==> src/rtl/core/assert_macros.svh <==
// Assertion macros used by the top level of the LRU key-value cache.
`ifndef ASSERT_MACROS_SVH
`define ASSERT_MACROS_SVH

`ifndef SYNTH
// Checks a condition at every clock edge outside reset.
`define LKV_ASSERT(label, clk, rst_n, cond) \
	label: assert property (@(posedge clk) disable iff (!rst_n) (cond)) \
		else $error("lkv assertion failed");
// Checks that a trigger is followed in the next cycle by a condition.
`define LKV_ASSERT_NEXT(label, clk, rst_n, trig, cond) \
	label: assert property (@(posedge clk) disable iff (!rst_n) (trig) |=> (cond)) \
		else $error("lkv assertion failed");
`else
`define LKV_ASSERT(label, clk, rst_n, cond)
`define LKV_ASSERT_NEXT(label, clk, rst_n, trig, cond)
`endif

`endif

==> src/rtl/core/lkv_pkg.sv <==
// Package with the constants, types and helpers of the LRU key-value cache.
package lkv_pkg;

	localparam int ENTRIES = 16;
	localparam int RANK_W  = $clog2(ENTRIES);
	localparam int CNT_W   = $clog2(ENTRIES + 1);
	localparam int KEY_W   = 32;
	localparam int VAL_W   = 32;
	localparam int CAP_W   = 5;

	localparam logic [CAP_W-1:0] CAP_RESET = 5'd16;

	localparam logic ACT_GET = 1'b0;
	localparam logic ACT_PUT = 1'b1;

	localparam logic signed [VAL_W-1:0] MISS_VALUE = '1;

	typedef logic [RANK_W-1:0] rank_t;
	typedef logic [CNT_W-1:0]  count_t;

	typedef struct packed {
		logic                    action;
		logic signed [KEY_W-1:0] key;
		logic signed [VAL_W-1:0] value;
	} cmd_t;

	typedef struct packed {
		logic                    hit;
		logic signed [VAL_W-1:0] read_value;
	} rsp_t;

	// Clamp the capacity register into the range one to ENTRIES.
	function automatic count_t eff_capacity(logic [CAP_W-1:0] cap);
		count_t r;
		if (cap == '0) begin
			r = count_t'(1);
		end else if (int'(cap) > ENTRIES) begin
			r = count_t'(ENTRIES);
		end else begin
			r = count_t'(cap);
		end
		return r;
	endfunction

endpackage

==> src/rtl/core/lkv_store.sv <==
// Entry registers with parallel key compare and LRU rank update.
module lkv_store (
	input  logic                           clk,
	input  logic                           arst_n,
	input  logic                           fire,
	input  lkv_pkg::cmd_t                  cmd,
	input  lkv_pkg::count_t                eff_cap,
	output lkv_pkg::rsp_t                  rsp,
	output logic [lkv_pkg::ENTRIES-1:0]    entry_valid,
	output lkv_pkg::count_t                occ_count
);
	import lkv_pkg::*;

	logic signed [KEY_W-1:0] key_q [ENTRIES];
	logic signed [VAL_W-1:0] val_q [ENTRIES];
	logic [ENTRIES-1:0]      valid_q;
	rank_t                   rank_q [ENTRIES];
	count_t                  occ_q;

	logic [ENTRIES-1:0] match;
	logic [ENTRIES-1:0] free_vec;
	logic [ENTRIES-1:0] free_oh;
	logic [ENTRIES-1:0] victim_oh;
	logic [ENTRIES-1:0] tgt_oh;
	logic               hit;
	logic [VAL_W-1:0]   hit_val;
	rank_t              tgt_rank;
	rank_t              last_rank;
	logic               not_full;
	logic               do_move;
	logic               do_insert;
	logic               do_write;

	// Valid ranks are always distinct and dense, so the oldest entry holds occupancy minus one.
	assign last_rank = rank_t'(occ_q - count_t'(1));
	assign free_vec  = ~valid_q;
	assign free_oh   = free_vec & (~free_vec + ENTRIES'(1));
	assign not_full  = occ_q < eff_cap;

	always_comb begin
		for (int i = 0; i < ENTRIES; i++) begin
			match[i]     = valid_q[i] && (key_q[i] == cmd.key);
			victim_oh[i] = valid_q[i] && (rank_q[i] == last_rank);
		end
	end

	always_comb begin
		hit_val = '0;
		for (int i = 0; i < ENTRIES; i++) begin
			hit_val = hit_val | (match[i] ? val_q[i] : '0);
		end
	end

	assign hit = |match;

	always_comb begin
		priority if (hit) begin
			tgt_oh = match;
		end else if (not_full) begin
			tgt_oh = free_oh;
		end else begin
			tgt_oh = victim_oh;
		end
	end

	always_comb begin
		tgt_rank = '0;
		for (int i = 0; i < ENTRIES; i++) begin
			tgt_rank = tgt_rank | (tgt_oh[i] ? rank_q[i] : '0);
		end
	end

	assign do_write  = fire && (cmd.action == ACT_PUT);
	assign do_move   = fire && (hit || (cmd.action == ACT_PUT));
	assign do_insert = do_write && !hit && not_full;

	assign rsp.hit        = hit;
	assign rsp.read_value = hit ? hit_val : MISS_VALUE;
	assign entry_valid    = valid_q;
	assign occ_count      = occ_q;

	always_ff @(posedge clk or negedge arst_n) begin
		if (!arst_n) begin
			valid_q <= '0;
			occ_q   <= '0;
			for (int i = 0; i < ENTRIES; i++) begin
				rank_q[i] <= '0;
			end
		end else if (do_move) begin
			for (int i = 0; i < ENTRIES; i++) begin
				if (tgt_oh[i]) begin
					valid_q[i] <= 1'b1;
					rank_q[i]  <= '0;
				end else if (valid_q[i] && (do_insert || (rank_q[i] < tgt_rank))) begin
					rank_q[i] <= rank_t'(rank_q[i] + 1'b1);
				end
			end
			if (do_insert) begin
				occ_q <= count_t'(occ_q + 1'b1);
			end
		end
	end

	always_ff @(posedge clk) begin
		if (do_write) begin
			for (int i = 0; i < ENTRIES; i++) begin
				if (tgt_oh[i]) begin
					key_q[i] <= cmd.key;
					val_q[i] <= cmd.value;
				end
			end
		end
	end

endmodule

==> src/rtl/core/lru_key_value_cache_top.sv <==
// Top level of the fully associative LRU key-value cache.
// A get passes from the input register to the result register, which presents its result beat.
// Throughput: one item per cycle while the output side keeps up; a put never waits on it.
// The rate is set by the parallel key compare and the rank update done at the edge where an item fires.
// Reset (arst_n low, asynchronous) empties the cache and sets capacity to 16.
// Entry keys and values are not reset; they are only read once written.
`include "assert_macros.svh"

module lru_key_value_cache_top (
	input  logic                                clk,
	input  logic                                arst_n,
	input  logic                                in_valid,
	output logic                                in_stall,
	input  logic                                action,
	input  logic signed [lkv_pkg::KEY_W-1:0]    key,
	input  logic signed [lkv_pkg::VAL_W-1:0]    value,
	output logic                                out_valid,
	input  logic                                out_stall,
	output logic                                hit,
	output logic signed [lkv_pkg::VAL_W-1:0]    read_value,
	input  logic                                cfg_valid,
	output logic                                cfg_ready,
	input  logic [lkv_pkg::CAP_W-1:0]           cfg_data
);
	import lkv_pkg::*;

	// Capacity register. Writes must arrive only while the cache is idle; the
	// block does not enforce this, and the port can always take the beat.
	logic [CAP_W-1:0] cap_q;
	count_t           eff_cap;

	// Input register: the item waiting to be looked up.
	logic   valid_s1;
	cmd_t   cmd_s1;

	// Result register for get responses.
	logic   out_valid_q;
	rsp_t   rsp_q;

	// Lookup and update signals.
	logic   out_free;
	logic   store_fire;
	logic   in_take;
	rsp_t   store_rsp;
	logic [ENTRIES-1:0] entry_valid;
	count_t occ_count;

	assign cfg_ready = 1'b1;
	assign eff_cap   = eff_capacity(cap_q);

	always_ff @(posedge clk or negedge arst_n) begin
		if (!arst_n) begin
			cap_q <= CAP_RESET;
		end else if (cfg_valid && cfg_ready) begin
			cap_q <= cfg_data;
		end
	end

	// The result register is free when empty or when its beat leaves now.
	// A put makes no result, so it never waits for the output side.
	assign out_free   = !out_valid_q || !out_stall;
	assign store_fire = valid_s1 && ((cmd_s1.action == ACT_PUT) || out_free);
	assign in_stall   = valid_s1 && !store_fire;
	assign in_take    = in_valid && !in_stall;

	always_ff @(posedge clk or negedge arst_n) begin
		if (!arst_n) begin
			valid_s1 <= 1'b0;
		end else if (in_take) begin
			valid_s1 <= 1'b1;
		end else if (store_fire) begin
			valid_s1 <= 1'b0;
		end
	end

	always_ff @(posedge clk) begin
		if (in_take) begin
			cmd_s1 <= '{action: action, key: key, value: value};
		end
	end

	// All entries are compared against the key in parallel, and the whole
	// state update for the item happens at the edge where it fires, so the
	// next item in the input register already sees the new recency order.
	lkv_store u_store (
		.clk         (clk),
		.arst_n      (arst_n),
		.fire        (store_fire),
		.cmd         (cmd_s1),
		.eff_cap     (eff_cap),
		.rsp         (store_rsp),
		.entry_valid (entry_valid),
		.occ_count   (occ_count)
	);

	always_ff @(posedge clk or negedge arst_n) begin
		if (!arst_n) begin
			out_valid_q <= 1'b0;
		end else if (store_fire && (cmd_s1.action == ACT_GET)) begin
			out_valid_q <= 1'b1;
		end else if (!out_stall) begin
			out_valid_q <= 1'b0;
		end
	end

	always_ff @(posedge clk) begin
		if (store_fire && (cmd_s1.action == ACT_GET)) begin
			rsp_q <= store_rsp;
		end
	end

	assign out_valid  = out_valid_q;
	assign hit        = rsp_q.hit;
	assign read_value = rsp_q.read_value;

	// The occupancy counter tracks the number of valid entries exactly.
	`LKV_ASSERT(a_occ_matches_valid, clk, arst_n, $countones(entry_valid) == int'(occ_count))
	// Occupancy never exceeds the number of physical entries.
	`LKV_ASSERT(a_occ_bounded, clk, arst_n, int'(occ_count) <= ENTRIES)
	// A get that fires always leaves a result beat in the output register.
	`LKV_ASSERT_NEXT(a_get_gives_beat, clk, arst_n, store_fire && (cmd_s1.action == ACT_GET), out_valid_q)
	// The input side is held back only by an item already waiting.
	`LKV_ASSERT(a_stall_needs_item, clk, arst_n, !in_stall || valid_s1)

endmodule

==> config.mk <==
export PLATFORM = sky130hd
export DESIGN_NAME = lru_key_value_cache_top
export DESIGN_NICKNAME = d
export VERILOG_FILES = /design/src/rtl/core/lkv_pkg.sv /design/src/rtl/core/lkv_store.sv /design/src/rtl/core/lru_key_value_cache_top.sv
export VERILOG_INCLUDE_DIRS = /design/src /design/src/rtl/core
export SDC_FILE = /design/constraint.sdc
export NUM_CORES = 1
export LEC_CHECK = 0
export ABC_AREA = 1
export BUFFER_PORTS_ARGS = -buffer_cell sky130_fd_sc_hd__buf_2
export CORE_UTILIZATION = 57
export DETAILED_ROUTE_END_ITERATION = 10
export PLACE_DENSITY = 0.76
export SYNTH_ARGS = -nofsm -noshare
export SYNTH_HDL_FRONTEND = slang
export SYNTH_SLANG_ARGS = --single-unit
==> constraint.sdc <==
create_clock -name clk -period 5.3 [get_ports clk]
set_clock_uncertainty 0.05 [all_clocks]
set_input_delay 0.53 -clock clk [delete_from_list [all_inputs] [get_ports clk]]
set_output_delay 0.53 -clock clk [all_outputs]
set_load 0.005 [all_outputs]
# Word level (Yosys, flattened, before mapping)
# Memory sizes are Yosys's and may differ from the RTL's.
# Cells that the tools add are included.
[totals]
ff_bits = 190
elab_cells = 399
output_inout_bits = 36
mem_bits_ro = 0
latch_bits = 0
mem_count = 2
mem_bits_rw = 1024
[memory_table]
columns = ["memory", "depth", "width", "read_ports", "rd_clocked_by_memory_dff", "write_ports", "line_no", "source"]
rows = [
  ["u_store.key_q", 16, 32, 16, 0, 16, "lkv_store.sv:14", "logic signed [KEY_W-1:0] key_q [ENTRIES];"],
  ["u_store.val_q", 16, 32, 16, 0, 16, "lkv_store.sv:15", "logic signed [VAL_W-1:0] val_q [ENTRIES];"],
]
[classes]
n_addsub = 19
mul = 0
order_cmp = 18
n_eq_ne = 33
bitwise_logic = 34
div = 0
muxes = 120
shifts = 0
n_reduce_logical = 132
[ops]
columns = ["op", "count"]
rows = [
  ["equality test 32 bit", 16],
  ["two-way mux 32 bit", 16],
  ["OR 32 bit", 15],
  ["two-way mux 4 bit", 48],
  ["AND reduction 2 bit", 33],
  ["adder 4 x 1 -> 4 bit, second input constant", 16],
  ["equality test 4 bit", 16],
  ["less-than comparator 4 bit", 16],
  ["OR 4 bit", 15],
  ["logical AND 1 bit", 56],
  ["two-way mux 1 bit", 52],
  ["nonzero test 2 bit", 17],
  ["two-way mux 16 bit", 2],
  ["inverter 16 bit", 2],
  ["logical OR 1 bit", 19],
  ["adder 16 x 1 -> 16 bit, second input constant", 1],
  ["AND 16 bit", 1],
  ["OR reduction 16 bit", 1],
  ["two-way mux 5 bit", 2],
  ["adder 5 x 1 -> 5 bit, second input constant", 1],
  ["greater-than comparator 5 bit, second input constant", 1],
  ["logical NOT 1 bit", 5],
  ["logical NOT 5 bit", 1],
  ["less-than comparator 5 bit", 1],
  ["other kinds (3)", 3],
]

# Longest topological paths before layout
[logic_depth]
depth_word = 27
ltp_mapped = 31
ltp_nobuf = 28

# Hierarchy
# A second synthesis with hierarchy kept.
[unflattened]
cells_unflattened = 4375
area_unflattened_um2 = 52455.3
[modules_own_cells]
columns = ["module", "seq_area_each_um2", "n_inst", "cells_per_inst", "area_per_inst_um2"]
rows = [
  ["lkv_store", 32876.5, 1, 4231, 49168.4],
  ["lru_key_value_cache_top", 3119.2, 1, 144, 3286.9],
]

# Worst setup path before layout
# Ideal clock, no wire load.
[synth_timing]
path_type = "reg-to-reg"
startpoint = "register u_store.occ_q[0] (netlist: u_store.occ_count[0])"
endpoint = "memory u_store.key_q[14][0] (netlist: u_store.key_q[1][192]), enable pin"
setup_slack_ns = -0.424
path_stages_with_launch = 15
t_arrival_ns = 5.187
setup_ns = 0.486
path_cell_list = "dfrtp_1 > clkbuf_1 > inv_1 > clkbuf_1 > ha_1 > xnor2_2 > buf_2 > xnor2_1 > nor4_1 > nand2_1 > nand2_1 > nand3_1 > nand2_1 > inv_1 > nor2_1"
[synth_rtl]
columns = ["element", "line_no", "source"]
rows = [
  ["start: declaration", "lkv_store.sv:18", "count_t occ_q;"],
  ["start signal: assignment", "lkv_store.sv:99", "occ_q <= count_t'(occ_q + 1'b1);"],
  ["end: declaration", "lkv_store.sv:14", ""],
]

# Worst setup path after layout
[layout_timing]
startpoint = "register cmd_s1[37] (netlist name)"
endpoint = "register u_store.rank_q[52] (netlist name)"
[layout_via]
elab_chain_cells = 25
[layout_rtl]
columns = ["element", "line_no", "source"]
rows = [
  ["start: declaration", "lru_key_value_cache_top.sv:34", "cmd_t cmd_s1;"],
  ["start signal: assignment", "lru_key_value_cache_top.sv:78", "cmd_s1 <= '{action: action, key: key, value: value};"],
  ["equality test 32 bit", "lkv_store.sv:42", "match[i] = valid_q[i] && (key_q[i] == cmd.key);"],
  ["logical AND 1 bit", "lkv_store.sv:42", ""],
  ["OR reduction 16 bit", "lkv_store.sv:54", "assign hit = |match;"],
  ["two-way mux 16 bit", "lkv_store.sv:57", "priority if (hit) begin"],
  ["two-way mux 4 bit", "lkv_store.sv:69", "tgt_rank = tgt_rank | (tgt_oh[i] ? rank_q[i] : '0);"],
  ["OR 4 bit (15 in series)", "lkv_store.sv:69", ""],
  ["less-than comparator 4 bit", "lkv_store.sv:94", "end else if (valid_q[i] && (do_insert || (rank_q[i] < tgt_rank))) begin"],
  ["logical OR 1 bit", "lkv_store.sv:94", ""],
  ["logical AND 1 bit", "lkv_store.sv:94", ""],
  ["nonzero test 2 bit (no line)", "-", ""],
  ["AND reduction 2 bit (no line)", "-", ""],
  ["end signal: indexed assignment", "lkv_store.sv:95", "rank_q[i] <= rank_t'(rank_q[i] + 1'b1);"],
  ["end: declaration", "lkv_store.sv:17", "rank_t rank_q [ENTRIES];"],
]
# Several ways; a longest one is shown, not always the timed one.
# A chain may end at the register's enable or synchronous reset.

==> summary.txt <==
Run status
  – Status: completed

Place
  – DP Area: 54900 um^2
  – DP HPWL: 88300 um
  – Port Buffers: 109
  – Placer Congestion: 0.961
  – # placed instances: 5634

Floorplanning
  – Initial Utilization: 0.579
  – Core Region: 90700 um^2
  – Num rows: 110
  – Die X: 306 um
  – Die height: 306 um
  – IO Count: 111
  – Die ar.: 93400 um^2

Timing
  – Setup TNS: 0 ns
  – Setup violations, final: 0
  – Slew at the pin with the worst max-slew slack: 1.04 ns
  – Rel. slew slack: 0.306
  – Min cycle time layout: 5.15 ns
  – Maximum clock frequency: 0.194 GHz
  – Final Hold Fails: 0
  – Final-report max-slew violation count: 0
  – Fin crit share: 0.971

Setup path
  – CP endpoint kind: flip-flop
  – Reg2reg start: cmd_s1[37]
  – Critical Path AT: 5.67 ns
  – CP max FO: 17
  – Crit start category: flip-flop
  – Required @ worst endpoint: 5.82 ns
  – R2r setup slk: 0.15 ns
  – Worst r2r path cells: 27
  – Setup CP Type: flip-flop to flip-flop
  – Crit Reg-Reg Endpoint: u_store.rank_q[52]

Layout
  – Area delta synth->final: 13.2%
  – Final std cells w/o fill: 5923
  – Nets@finish: 4765
  – Design area: 59400 um^2
  – Antenna diodes: 0
  – Share of cells above drive strength 1: 0.115

Synth
  – Synthesized area: 52500 um^2
  – Async SR Flop Fraction: 0.0758
  – Avg Inst Size Synth: 12.0 um^2
  – Sequential area share after synthesis: 0.685
  – Mapped Cells: 4393
  – EDFF count, synth: 1122
  – Area contributors post-synth: edfxtp_1 64%, nand2_1 6.7%, dfrtp_1 4.3%
  – Ys flop type: edfxtp_1
  – Cell taking the most area after synthesis: edfxtp_1
  – Syn nets: 4506
  – Number of synthesis warnings: 0
  – Yosys reg bits: 1214
  – Yosys top cell area share: 0.642
  – Synth unique cells: 49

Worst hold path
  – Worst hold endpoint: cap_q[4]
  – Hold WC Path Type: primary input to flip-flop
  – HP Start: cfg_data[4]
  – WHS Path Cells: 3

Clock tree
  – Clock tree root driver cell: clkbuf_16
  – Clock latency on the worst-skew pair: 0.73 ns
  – Total CTS buffers: 117
  – H-tree depth: 3
  – Worst-path clk slew: 0.06 ns
  – CTS Buffer Depth: 3
  – CTS tree: built
  – CTS Sinks: 1214

Route
  – # DRC: 0
  – Met2 WL: 69400 um
  – Met3 WL: 19700 um
  – Vias per std cell: 6.23
  – Total Wirelength: 152000 um
  – Detailed-router iteration count before antenna repair: 6
  – Wire per inst: 25.7 um
  – Drt first-iter violations: 5385
  – Vias: 36913
  – Detail Route Antenna Nets: 0
  – Top sig layer: met5
  – Metal-1 WL: 56900 um

Power
  – Peak supply drop: 434 uV
  – Leak: 22.2 nW
  – PwrDens: 480 nW/um^2

Global routing
  – First-pass GRT wire length: 223000 um
  – Tot GR Track Use: 0.324
  – Initial antenna violation count: 5
  – Pin count of the biggest net entering global routing: 67
  – Vias in the first global route: 35304
  – GRT overflow: 0

Job
  – Max Cap Violations: 0
==> worst max path at each step <==
stage | startpoint | to | cells after the start
2_1_floorplan | u_store.occ_count[0] | u_store.key_q[1][192] | 14
3_3_place_gp | cmd_s1[32] | u_store.rank_q[3] | 25
3_5_place_dp | cmd_s1[44] | u_store.rank_q[46] | 25
4_1_cts | cmd_s1[56] | u_store.rank_q[52] | 26
5_1_grt | cmd_s1[37] | u_store.rank_q[1] | 25
6_report | cmd_s1[37] | u_store.rank_q[52] | 27
==> metal layers <==
metal	vias to the layer above	GRT usage
li1	16089	-
met2	2686	0.505
met5	-	0
met1	17754	0.448
met3	380	0.0679
met4	4	0.130
==> critical path, cell delays in order (launching register included) <==
cell	delay [ns]
edfxtp_1	0.40
clkinvlp_4	0.37
nand2_1	0.28
o21ai_0	0.11
nor2_1	0.33
nand2_1	0.10
nor2_1	0.11
nand3_1	0.22
nor2_4	0.15
nor2_1	0.07
nand2_2	0.11
nor2_8	0.09
nand2_4	0.26
nand2_2	0.13
nand2_1	0.26
o22ai_1	0.19
nor4_2	0.37
and2_1	0.21
buf_4	0.25
ha_1	0.27
inv_1	0.07
a21oi_1	0.04
nand3_1	0.11
nand2_1	0.06
nand2_2	0.11
nand2_2	0.10
nand3_1	0.09
nand2_1	0.06
==> flip-flops by register name, summed over array words and instances (netlist names) <==
signal	cells
hit	1
out_valid	1
u_store.entry_valid	16
valid_s1	1
cap_q	5
u_store.key_q	512
read_value	32
u_store.val_q	512
cmd_s1	65
u_store.rank_q	64
u_store.occ_count	5
==> final cells by class <==
class	count	area, um^2
multi-input combinational	2679	14500
timing repair buffer	317	2520
tap	1176	1470
clock buffer	153	3120
inverter	323	1240
sequential	1214	36000
clock inverter	61	576
fill	6394	31300
==> through the flow <==
step	util	power, mW	hold WS (ns)	setup WS (ns)
2_1_floorplan	-	18.1	0.184	0.652
3_3_place_gp	0.606	20.1	0.413	0.00970
3_5_place_dp	0.606	20.3	0.418	-0.0266
4_1_cts	0.654	28.4	0.00752	0.115
5_1_grt	0.655	29.7	0.0405	-0.00670
6_report	0.655	28.5	0.0286	0.155
==> timing repair <==
| action | in CTS | in global routing |
|---|---|---|
| cloned | 0 | 0 |
| gates resized for setup | 2 | 12 |
| setup endpoints to repair | 39 | 64 |
| pin swaps | 0 | 0 |
| buffers inserted | 3 | 4 |
| hold endpoints to repair | 93 | 0 |
| hold buffers | 68 | 0 |
==> cell families after synthesis <==
group	Yosys count	share of synthesized area
AOI/OAI and AO/OA	620	0.0805
xor gates and xnor gates	196	0.0328
adders and majority gates	38	0.00905
buffers and inverters	500	0.0422
DFF	1214	0.685
other	1	0.0000714
and+or+nand+nor	1824	0.150
==> cell usage after synthesis (all sizes together) (30+ instances only) <==
master,instances
a21oi,50
a221oi,66
a22o,192
buf,108
clkbuf,69
dfrtp,91
edfxtp,1122
ha,38
inv,323
nand2,985
nand3,228
nand4,107
nor2,394
nor3,30
nor4,36
o21ai,250
or2,39
xnor2,96
xor2,100
==> report_power, final <==
group | switching (mW) | internal (mW)
combinational | 5.21 | 2.25
clock | 3.55 | 4.56
sequential | 0.861 | 12.1
total | 9.62 | 18.9
==> layout by cell type, fill, tap and decap left out, types with 33 or more instances in the layout <==
cell | Yosys | routed
nor2_1 | 372 | 354
o21ai_1 | 49 | 49
buf_2 | 50 | 108
buf_4 | 29 | 122
o21ai_0 | 201 | 201
clkbuf_1 | 69 | 33
nor4_1 | 36 | 35
dfrtp_1 | 91 | 91
nor2_4 | 5 | 35
inv_1 | 301 | 295
edfxtp_1 | 1122 | 1122
ha_1 | 38 | 38
a22o_1 | 192 | 192
a21oi_1 | 49 | 49
nand3_1 | 226 | 226
clkbuf_16 | 0 | 119
nand2_1 | 940 | 938
xnor2_1 | 95 | 95
a221oi_1 | 66 | 66
nand2_2 | 42 | 44
xor2_1 | 100 | 100
dlygate4sd3_1 | 0 | 68
nand4_1 | 107 | 107
Power figures use the tool's default switching activity.
